[config.mk]
export PLATFORM = sky130hd
export DESIGN_NAME = slew_limited_tachometer_unit
export DESIGN_NICKNAME = d
export VERILOG_FILES = /design/src/design/slt_pkg.sv /design/src/design/slt_div.sv /design/src/design/slew_limited_tachometer_unit.sv
export SDC_FILE = /design/constraint.sdc
export NUM_CORES = 2
export LEC_CHECK = 0
export BUFFER_PORTS_ARGS = -buffer_cell sky130_fd_sc_hd__buf_2
export CORE_ASPECT_RATIO = 0.8
export CORE_MARGIN = 8
export CORE_UTILIZATION = 40
export DETAILED_ROUTE_END_ITERATION = 10
export PLACE_DENSITY_LB_ADDON = 0.12
export SETUP_SLACK_MARGIN = 0.05
export SYNTH_ARGS = -nofsm -noshare
export SYNTH_HDL_FRONTEND = slang
export SYNTH_SLANG_ARGS = --single-unit
[constraint.sdc]
create_clock -name clk -period 11.45 [get_ports clk]
set_input_delay 1.145 -clock clk [delete_from_list [all_inputs] [get_ports clk]]
set_output_delay 1.145 -clock clk [all_outputs]
set_load 0.02 [all_outputs]
[src/design/slt_pkg.sv]
`timescale 1ns / 1ps
`default_nettype none
// ----------------------------------------------------------------------------
// slt_pkg
// Shared types and constants for the slew limited tachometer.
// ----------------------------------------------------------------------------
package slt_pkg;

    localparam int FRAC_BITS  = 8;
    localparam int SUM_WIDTH  = 48;
    localparam int SPEED_W    = 16 + FRAC_BITS;
    localparam int TIME_W     = 32;
    localparam int RPM_W      = 16;
    localparam int CFG_IDX_W  = 3;
    localparam int CFG_DATA_W = 16;

    // shared divider geometry
    localparam int DIV_DVD_W  = SUM_WIDTH;
    localparam int DIV_DSR_W  = 21;
    localparam int DIV_CNT_W  = 6;
    localparam int TGT_STEPS  = SPEED_W;

    // 60000 rpm scaled to the fixed point grid
    localparam logic [SPEED_W-1:0] RPM_SCALED = SPEED_W'(60000 * (2 ** FRAC_BITS));
    localparam logic [SPEED_W-1:0] HALF_LSB   = SPEED_W'(2 ** (FRAC_BITS - 1));

    // register indexes
    localparam logic [CFG_IDX_W-1:0] REG_DEBOUNCE = 3'd0;
    localparam logic [CFG_IDX_W-1:0] REG_UPD_INT  = 3'd1;
    localparam logic [CFG_IDX_W-1:0] REG_SLEW     = 3'd2;
    localparam logic [CFG_IDX_W-1:0] REG_STALL    = 3'd3;
    localparam logic [CFG_IDX_W-1:0] REG_PPR      = 3'd4;

    // register reset values
    localparam logic [7:0]  DEBOUNCE_RST = 8'd10;
    localparam logic [9:0]  UPD_INT_RST  = 10'd33;
    localparam logic [9:0]  SLEW_RST     = 10'd10;
    localparam logic [15:0] STALL_RST    = 16'd2000;
    localparam logic [4:0]  PPR_RST      = 5'd2;

    typedef struct packed {
        logic pulse_edge;
        logic log_request;
    } in_item_t;

    typedef struct packed {
        logic [RPM_W-1:0] speed_rpm;
        logic             speed_updated;
        logic [RPM_W-1:0] average_rpm;
        logic             average_valid;
    } out_item_t;

    typedef struct packed {
        logic                 start;
        logic [DIV_CNT_W-1:0] steps;
        logic [DIV_DVD_W-1:0] dividend;
        logic [DIV_DSR_W-1:0] divisor;
    } div_req_t;

    typedef struct packed {
        logic                 busy;
        logic                 done;
        logic [DIV_DVD_W-1:0] quotient;
    } div_rsp_t;

endpackage
`default_nettype wire

[src/design/slt_div.sv]
`timescale 1ns / 1ps
`default_nettype none
// ----------------------------------------------------------------------------
// slt_div
// Restoring divider, one quotient bit per cycle, shared by the average
// and the target speed computation.
// ----------------------------------------------------------------------------
module slt_div (
    input  wire               clk,
    input  wire               rst_n,
    input  slt_pkg::div_req_t req,
    output slt_pkg::div_rsp_t rsp
);

    logic                          busy_reg, busy_next;
    logic                          done_reg, done_next;
    logic [slt_pkg::DIV_CNT_W-1:0] cnt_reg, cnt_next;
    logic [slt_pkg::DIV_DVD_W-1:0] dvd_reg, dvd_next;
    logic [slt_pkg::DIV_DSR_W-1:0] rem_reg, rem_next;
    logic [slt_pkg::DIV_DSR_W-1:0] dsr_reg, dsr_next;

    logic [slt_pkg::DIV_DSR_W:0]   trial;
    logic                          ge;

    assign trial = {rem_reg, dvd_reg[slt_pkg::DIV_DVD_W-1]};
    assign ge    = (trial >= {1'b0, dsr_reg});

    always_comb
    begin
        busy_next = busy_reg;
        done_next = 1'b0;
        cnt_next  = cnt_reg;
        dvd_next  = dvd_reg;
        rem_next  = rem_reg;
        dsr_next  = dsr_reg;
        if (req.start)
        begin
            busy_next = 1'b1;
            cnt_next  = req.steps;
            dvd_next  = req.dividend;
            rem_next  = '0;
            dsr_next  = req.divisor;
        end
        else if (busy_reg)
        begin
            // remainder stays below the divisor, so the top trial bit drops out
            rem_next = ge ? slt_pkg::DIV_DSR_W'(trial - {1'b0, dsr_reg})
                          : trial[slt_pkg::DIV_DSR_W-1:0];
            dvd_next = {dvd_reg[slt_pkg::DIV_DVD_W-2:0], ge};
            cnt_next = cnt_reg - slt_pkg::DIV_CNT_W'(1);
            if (cnt_reg == slt_pkg::DIV_CNT_W'(1))
            begin
                busy_next = 1'b0;
                done_next = 1'b1;
            end
        end
    end

    always_ff @(posedge clk or negedge rst_n)
    begin
        if (!rst_n)
        begin
            busy_reg <= 1'b0;
            done_reg <= 1'b0;
            cnt_reg  <= '0;
        end
        else
        begin
            busy_reg <= busy_next;
            done_reg <= done_next;
            cnt_reg  <= cnt_next;
        end
    end

    always_ff @(posedge clk)
    begin
        dvd_reg <= dvd_next;
        rem_reg <= rem_next;
        dsr_reg <= dsr_next;
    end

    assign rsp.busy     = busy_reg;
    assign rsp.done     = done_reg;
    assign rsp.quotient = dvd_reg;

endmodule
`default_nettype wire

[src/design/slew_limited_tachometer_unit.sv]
`timescale 1ns / 1ps
`default_nettype none
// ----------------------------------------------------------------------------
// slew_limited_tachometer_unit
// Period measuring tachometer with slew limited speed estimate and average.
// ----------------------------------------------------------------------------
// Usage:
//   Each input item is one millisecond tick (pulse_edge, log_request) on the
//   in_valid/in_ready channel. Each tick yields exactly one output item on
//   out_valid/out_ready with the current speed, an update flag and, on a log
//   request, the rounded average since the previous request.
//   Registers are written through cfg_we/cfg_index/cfg_wdata, by the user only
//   while idle, a rule the block has no check for; indexes beyond the register list are ignored.
//   A tick with a log request or an update may run the shared divider and so
//   takes longer than a tick with neither. One restoring divider, one
//   quotient bit per cycle, serves both: 48 steps for the average and 24 for
//   the target speed. in_ready is high only while the sequencer is idle.
//   The result sits in an output register; if the receiver stalls, the
//   block already accepts the next tick and holds its finished result until
//   the register frees up.
//   Reset loads the default register values and clears time, speed, sum
//   and count.
// ----------------------------------------------------------------------------
module slew_limited_tachometer_unit (
    input  wire                                 clk,
    input  wire                                 rst_n,
    input  wire                                 in_valid,
    output logic                                in_ready,
    input  slt_pkg::in_item_t                   in_data,
    output logic                                out_valid,
    input  wire                                 out_ready,
    output slt_pkg::out_item_t                  out_data,
    input  wire                                 cfg_we,
    input  wire  [slt_pkg::CFG_IDX_W-1:0]       cfg_index,
    input  wire  [slt_pkg::CFG_DATA_W-1:0]      cfg_wdata
);

    typedef enum logic [8:0] {
        S_IDLE    = 9'b000000001,
        S_LOG     = 9'b000000010,
        S_LOG_DIV = 9'b000000100,
        S_UPD     = 9'b000001000,
        S_TGT     = 9'b000010000,
        S_TGT_DIV = 9'b000100000,
        S_SLEW    = 9'b001000000,
        S_ACC     = 9'b010000000,
        S_DONE    = 9'b100000000
    } state_t;

    localparam int SW = slt_pkg::SPEED_W;
    localparam int FB = slt_pkg::FRAC_BITS;
    localparam int SM = slt_pkg::SUM_WIDTH;
    localparam int TW = slt_pkg::TIME_W;

    state_t state_reg, state_next;

    logic [7:0]  debounce_reg, debounce_next;
    logic [9:0]  upd_int_reg, upd_int_next;
    logic [9:0]  slew_reg, slew_next;
    logic [15:0] stall_reg, stall_next;
    logic [4:0]  ppr_reg, ppr_next;

    logic [TW-1:0] now_reg, now_next;
    logic [TW-1:0] last_pulse_reg, last_pulse_next;
    logic [TW-1:0] consumed_reg, consumed_next;
    logic [TW-1:0] last_update_reg, last_update_next;
    logic [SW-1:0] speed_reg, speed_next;
    logic [SM-1:0] sum_reg, sum_next;
    logic [15:0]   count_reg, count_next;

    logic                     log_req_reg, log_req_next;
    logic                     updated_reg, updated_next;
    logic [slt_pkg::RPM_W-1:0] avg_reg, avg_next;
    logic                     iv_ok_reg, iv_ok_next;
    logic                     stalled_reg, stalled_next;
    logic [20:0]              d_reg, d_next;
    logic [19:0]              lim_prod_reg, lim_prod_next;
    logic [SW-1:0]            target_reg, target_next;

    logic               out_valid_reg, out_valid_next;
    slt_pkg::out_item_t out_data_reg, out_data_next;

    slt_pkg::div_req_t div_req;
    slt_pkg::div_rsp_t div_rsp;

    // datapath helpers
    logic [TW-1:0]   since_pulse;
    logic [TW-1:0]   since_update;
    logic [TW-1:0]   interval;
    logic [4:0]      ppr_eff;
    logic [SM:0]     avg_sum;
    logic [SM-FB:0]  avg_shift;
    logic [SW-1:0]   tgt_num;
    logic [SW+3:0]   limit_full;
    logic [SW-1:0]   delta_up;
    logic [SW-1:0]   delta_dn;
    logic [SW-1:0]   step_up;
    logic [SW-1:0]   step_dn;
    logic [SW-1:0]   slewed;
    logic [SM:0]     sum_ext;
    logic [SW:0]     speed_round;

    assign since_pulse  = now_reg - last_pulse_reg;
    assign since_update = now_reg - last_update_reg;
    assign interval     = last_pulse_reg - consumed_reg;
    assign ppr_eff      = (ppr_reg == 5'd0) ? 5'd1 : ppr_reg;

    assign avg_sum   = {1'b0, div_rsp.quotient} + (SM + 1)'(slt_pkg::HALF_LSB);
    assign avg_shift = avg_sum[SM:FB];

    assign tgt_num = slt_pkg::RPM_SCALED + SW'(d_reg[20:1]);

    assign limit_full = {lim_prod_reg, {FB{1'b0}}};
    assign delta_up   = target_reg - speed_reg;
    assign delta_dn   = speed_reg - target_reg;
    // when the delta exceeds the limit, the limit fits the speed width
    assign step_up = ((SW + 4)'(delta_up) > limit_full) ? limit_full[SW-1:0] : delta_up;
    assign step_dn = ((SW + 4)'(delta_dn) > limit_full) ? limit_full[SW-1:0] : delta_dn;
    assign slewed  = (target_reg > speed_reg) ? speed_reg + step_up : speed_reg - step_dn;

    assign sum_ext     = {1'b0, sum_reg} + (SM + 1)'(speed_reg);
    assign speed_round = {1'b0, speed_reg} + (SW + 1)'(slt_pkg::HALF_LSB);

    always_comb
    begin
        div_req.start    = 1'b0;
        div_req.steps    = slt_pkg::DIV_CNT_W'(SM);
        div_req.dividend = sum_reg;
        div_req.divisor  = slt_pkg::DIV_DSR_W'(count_reg);
        if (state_reg == S_TGT)
        begin
            div_req.start    = iv_ok_reg;
            div_req.steps    = slt_pkg::DIV_CNT_W'(slt_pkg::TGT_STEPS);
            div_req.dividend = {tgt_num, {(SM - SW){1'b0}}};
            div_req.divisor  = d_reg;
        end
        else if (state_reg == S_LOG)
        begin
            div_req.start = log_req_reg && (count_reg != 16'd0);
        end
    end

    slt_div u_div (
        .clk   (clk),
        .rst_n (rst_n),
        .req   (div_req),
        .rsp   (div_rsp)
    );

    always_comb
    begin
        state_next       = state_reg;
        debounce_next    = debounce_reg;
        upd_int_next     = upd_int_reg;
        slew_next        = slew_reg;
        stall_next       = stall_reg;
        ppr_next         = ppr_reg;
        now_next         = now_reg;
        last_pulse_next  = last_pulse_reg;
        consumed_next    = consumed_reg;
        last_update_next = last_update_reg;
        speed_next       = speed_reg;
        sum_next         = sum_reg;
        count_next       = count_reg;
        log_req_next     = log_req_reg;
        updated_next     = updated_reg;
        avg_next         = avg_reg;
        iv_ok_next       = iv_ok_reg;
        stalled_next     = stalled_reg;
        d_next           = d_reg;
        lim_prod_next    = lim_prod_reg;
        target_next      = target_reg;
        out_data_next    = out_data_reg;
        out_valid_next   = out_valid_reg && !out_ready;

        if (cfg_we)
        begin
            case (cfg_index)
                slt_pkg::REG_DEBOUNCE: debounce_next = cfg_wdata[7:0];
                slt_pkg::REG_UPD_INT:  upd_int_next  = cfg_wdata[9:0];
                slt_pkg::REG_SLEW:     slew_next     = cfg_wdata[9:0];
                slt_pkg::REG_STALL:    stall_next    = cfg_wdata[15:0];
                slt_pkg::REG_PPR:      ppr_next      = cfg_wdata[4:0];
                default: ;
            endcase
        end

        case (state_reg)
            S_IDLE:
            begin
                if (in_valid)
                begin
                    if (in_data.pulse_edge && (since_pulse > TW'(debounce_reg)))
                        last_pulse_next = now_reg;
                    log_req_next = in_data.log_request;
                    updated_next = 1'b0;
                    avg_next     = '0;
                    state_next   = S_LOG;
                end
            end
            S_LOG:
            begin
                if (log_req_reg && (count_reg != 16'd0))
                begin
                    state_next = S_LOG_DIV;
                end
                else
                begin
                    if (log_req_reg)
                    begin
                        sum_next   = '0;
                        count_next = '0;
                    end
                    state_next = S_UPD;
                end
            end
            S_LOG_DIV:
            begin
                if (div_rsp.done)
                begin
                    avg_next   = (|avg_shift[SM-FB:16]) ? 16'hFFFF : avg_shift[15:0];
                    sum_next   = '0;
                    count_next = '0;
                    state_next = S_UPD;
                end
            end
            S_UPD:
            begin
                if (since_update >= TW'(upd_int_reg))
                begin
                    last_update_next = now_reg;
                    updated_next     = 1'b1;
                    iv_ok_next       = (interval != '0) && (interval < TW'(stall_reg));
                    if ((interval != '0) && (interval < TW'(stall_reg)))
                        consumed_next = last_pulse_reg;
                    d_next        = 21'(interval[15:0]) * 21'(ppr_eff);
                    lim_prod_next = 20'(slew_reg) * 20'(upd_int_reg);
                    stalled_next  = since_pulse > TW'(stall_reg);
                    state_next    = S_TGT;
                end
                else
                begin
                    state_next = S_DONE;
                end
            end
            S_TGT:
            begin
                if (iv_ok_reg)
                begin
                    state_next = S_TGT_DIV;
                end
                else
                begin
                    target_next = '0;
                    state_next  = S_SLEW;
                end
            end
            S_TGT_DIV:
            begin
                if (div_rsp.done)
                begin
                    target_next = div_rsp.quotient[SW-1:0];
                    state_next  = S_SLEW;
                end
            end
            S_SLEW:
            begin
                speed_next = stalled_reg ? '0 : slewed;
                state_next = S_ACC;
            end
            S_ACC:
            begin
                sum_next = sum_ext[SM] ? {SM{1'b1}} : sum_ext[SM-1:0];
                if (count_reg != 16'hFFFF)
                    count_next = count_reg + 16'd1;
                state_next = S_DONE;
            end
            S_DONE:
            begin
                if (!out_valid_reg || out_ready)
                begin
                    out_valid_next              = 1'b1;
                    out_data_next.speed_rpm     = speed_round[FB+slt_pkg::RPM_W-1:FB];
                    out_data_next.speed_updated = updated_reg;
                    out_data_next.average_rpm   = avg_reg;
                    out_data_next.average_valid = log_req_reg;
                    now_next                    = now_reg + TW'(1);
                    state_next                  = S_IDLE;
                end
            end
            default:
            begin
                state_next = S_IDLE;
            end
        endcase
    end

    always_ff @(posedge clk or negedge rst_n)
    begin
        if (!rst_n)
        begin
            state_reg       <= S_IDLE;
            debounce_reg    <= slt_pkg::DEBOUNCE_RST;
            upd_int_reg     <= slt_pkg::UPD_INT_RST;
            slew_reg        <= slt_pkg::SLEW_RST;
            stall_reg       <= slt_pkg::STALL_RST;
            ppr_reg         <= slt_pkg::PPR_RST;
            now_reg         <= '0;
            last_pulse_reg  <= '0;
            consumed_reg    <= '0;
            last_update_reg <= '0;
            speed_reg       <= '0;
            sum_reg         <= '0;
            count_reg       <= '0;
            log_req_reg     <= 1'b0;
            updated_reg     <= 1'b0;
            iv_ok_reg       <= 1'b0;
            stalled_reg     <= 1'b0;
            out_valid_reg   <= 1'b0;
        end
        else
        begin
            state_reg       <= state_next;
            debounce_reg    <= debounce_next;
            upd_int_reg     <= upd_int_next;
            slew_reg        <= slew_next;
            stall_reg       <= stall_next;
            ppr_reg         <= ppr_next;
            now_reg         <= now_next;
            last_pulse_reg  <= last_pulse_next;
            consumed_reg    <= consumed_next;
            last_update_reg <= last_update_next;
            speed_reg       <= speed_next;
            sum_reg         <= sum_next;
            count_reg       <= count_next;
            log_req_reg     <= log_req_next;
            updated_reg     <= updated_next;
            iv_ok_reg       <= iv_ok_next;
            stalled_reg     <= stalled_next;
            out_valid_reg   <= out_valid_next;
        end
    end

    always_ff @(posedge clk)
    begin
        avg_reg      <= avg_next;
        d_reg        <= d_next;
        lim_prod_reg <= lim_prod_next;
        target_reg   <= target_next;
        out_data_reg <= out_data_next;
    end

    assign in_ready  = (state_reg == S_IDLE);
    assign out_valid = out_valid_reg;
    assign out_data  = out_data_reg;

endmodule
`default_nettype wire

==> summary.md <==
| Metric | Value |
|---|---|
| Clock Latency Late Sink | about 0.66 ns |
| TritonCTS Buffers | 58 |
| Asr flop ratio synth | 58.3% |
| Share of the synthesized area in the top cell type | 17.1% |
| Min Tclk post-route | ~9.5 ns |
| Vias in the first global route | around 30k |
| H-tree depth | 2 |
| Crit path top cell by count | o21ai_0 |
| Crit path kind | reg -> reg |
| Starting DRT DRC Count | about 2.6k |
| Antenna viol nets, final | 0 |
| CORE AREA | slightly below 0.1 mm2 |
| Worst Hold Depth | 0 |
| Register-to-register setup slack | 1.93 ns |
| Final net count | between 4k and 5k |
| Post-synth cell types | between 90 and 100 |
| Largest net degree at the start of global routing | roughly 120 |
| Final WL | 111000 um |
| IO buf count | between 60 and 70 |
| Initial antenna violation count | 6 |
| Slew HR | roughly a fifth |
| #FFs+latches synth | just under 500 |
| Via count | between 30k and 40k |
| Filler Cell Count | just under 10k |
| Max clock buf depth | 3 |
| Most common flop cell mapped by yosys | dfrtp_1 |
| Cells after Synth | 4458 |
| Finish-stage setup viols | 0 |
| Placer Congestion | approximately 0.9 |
| DR WL/cell | between 15 and 20 um |
| Root buffer cell | clkbuf_16 |
| Hold buffers post-CTS | 0 |
| Die Area | 0.110 mm2 |
| Yosys top cell by area | dfrtp_1 |
| Status | complete, no violations |
| Fraction of layout cells with a size suffix above 1 | 7.77% |
| Postcts setup bufs | 0 |
| Post-synth EDFFs | 184 |
| Register-to-Register Path Depth | 34 |
| Top Ports | between 60 and 70 |
| Setup tns final | 0 ns |
| CP Depth | 34 |
| Slowest Stage Delay on Critical Path | ~0.84 ns |
| Synth Cell Area | 0.0399 mm2 |
| DR pass1 iterations | 5 |
| Startpoint type of the worst setup path | flip-flop |
| Max Cap Violations | 0 |
| Worst Skew | 0.0393 ns |
| GRT Total Usage | approximately a fifth |
| Area Growth Syn to Fin | 9.16% |
| Grt ovf | 0 |
| Slowest stage cell on the critical path | nand2_1 |
| Critical Path Fanout Max | 34 |
| Die width | between 300 and 400 um |
| Reg clk slew, reported paths | roughly 0.070 ns |
| CP Capture Type | flip-flop |
| Post_cts resized | 0 |
| CTS tree | yes |
| Main area contributors after synthesis | dfrtp_1 (17%), edfxtp_1 (14%), ha_1 (12%) |
| Hold Path Class | reg -> reg |
| Row Count | roughly 100 |
| FMAX | 105 MHz |
| CP delay by family, top | compound AO/OA/AOI/OAI gates |
| Syn. warnings | 0 |
| WP data required | ~12 ns |
| Most frequent cells in the layout | nand2_1 (481), inv_1 (403), ha_1 (382) |
| Buf/Inv on CP | 2 |
| RSZ-0062 raised after global routing | false |
| Synth Area per Inst | 8.94 um2 |
| First-pass GRT wire length | between 150000 and 200000 um |
| Drc violations | 0 |
| Die H | between 200 and 300 um |
| Slew Viols, Final | 0 |
| Fin crit share | between 80% and 90% |
| Fin. Hold Viols | 0 |
| Final HPWL DP | 85600 um |
| Clk sink count | 492 |
| Most common cell after layout, fill and taps aside | nand2_1 |
| CP Data Arrival Time | 10.01 ns |
| Via/cell ratio | around 5.5 |
| Starting Density | just over 40% |
| Register area share after synthesis | 33.0% |
| Syn nets | around 5.0k |
| Worst Tran Pin Value | 1.18 ns |
synth_stat cells, types with 30 or more instances:
master,instances
a21oi_1,318
and3_1,41
ha_1,382
dfrtp_1,273
fa_1,112
mux2i_1,49
nand4_1,70
o21a_1,38
mux2_2,100
nor3_1,69
o21bai_1,38
edfxtp_1,184
nand2_1,482
nand3_1,126
clkbuf_1,144
xor2_1,104
xnor2_1,168
and2_1,101
nand2b_1,44
a31oi_1,53
o21ai_0,257
nor2b_1,64
nor2_1,303
a211oi_1,30
a21o_1,91
inv_1,403
stage by stage:
| stage | util, % | instance area (um2) | hold WS [ns] | setup slack (ns) | instances |
|---|---|---|---|---|---|
| after CTS | 44.1 | 43500 | 0.427 | 2.12 | 5805 |
| after global placement | 42.0 | 41500 | 0.403 | 2.23 | 5696 |
| after global routing | 44.1 | 43500 | 0.433 | 1.12 | 5805 |
| after floorplan | - | 39900 | 0.400 | 3.95 | 4458 |
| final | 44.1 | 43500 | 0.422 | 1.93 | 5807 |
| after detailed placement | 42.0 | 41500 | 0.405 | 2.18 | 5696 |
per-layer routing:
| layer | global-route usage [%] | part of all wire (%) | up-vias |
|---|---|---|---|
| met4 | 4.51 | 2.2 | 4 |
| met3 | 2.79 | 5.4 | 141 |
| li1 | - | - | 15700 |
| met5 | 0 | 0.024 | - |
| met1 | 30.2 | 51 | 15200 |
| met2 | 29.0 | 41 | 725 |
worst reg2reg max path: cells and delay by family, from the launching register on:
family	cells	cell delay, ns
DFF	1	0.48
and+or+nand+nor	9	2.54
adders and majority gates	4	1.42
buffers and inverters	2	0.24
AOI/OAI and AO/OA	17	4.32
xor gates and xnor gates	2	0.37
final cells by class:
class	instances	area, um2	area share (%)
clock inverter	35	434	0.998
antenna	2	5.00	0.0115
inverter	404	1520	3.49
sequential	492	13100	30.2
multi-input combinational	3395	24600	56.6
timing repair buffer	93	568	1.31
tap	1312	1640	3.77
clock buffer	74	1570	3.62
worst paths after layout:
| kind | from | end |
|---|---|---|
| setup / recovery | speed_reg[14]$_DFFE_PN0N_ | speed_reg[22]$_DFFE_PN0N_ |
| hold / removal | avg_reg[11]$_SDFFCE_PN0P_ | out_data[12]$_DFFE_PP_ |
| setup reg to reg | speed_reg[14]$_DFFE_PN0N_ | speed_reg[22]$_DFFE_PN0N_ |
| hold reg to reg | avg_reg[11]$_SDFFCE_PN0P_ | out_data[12]$_DFFE_PP_ |
| max in group asynchronous | rst_n | upd_int_reg[6]$_DFFE_PN0P_ |
| min in group asynchronous | rst_n | speed_reg[14]$_DFFE_PN0N_ |
logic make-up (layout without fill, tap and decap cells):
| kind of cell | after synthesis | count (layout) | synth area share (%) |
|---|---|---|---|
| AND/OR/NAND/NOR | 1440 | 1440 | 17.5 |
| AO/OA/AOI/OAI | 1036 | 1036 | 16.2 |
| buffers and inverters | 571 | 606 | 5.57 |
| adder cells (fa/ha/maj) | 494 | 494 | 17.6 |
| flip-flops | 492 | 492 | 33.0 |
| XOR/XNOR | 273 | 273 | 6.02 |
| multiplexers | 152 | 152 | 4.14 |
| other | 0 | 2 | 0 |
Power is not shown: default switching activity piles up to over one toggle a cycle in this logic, so the estimate is an artifact.
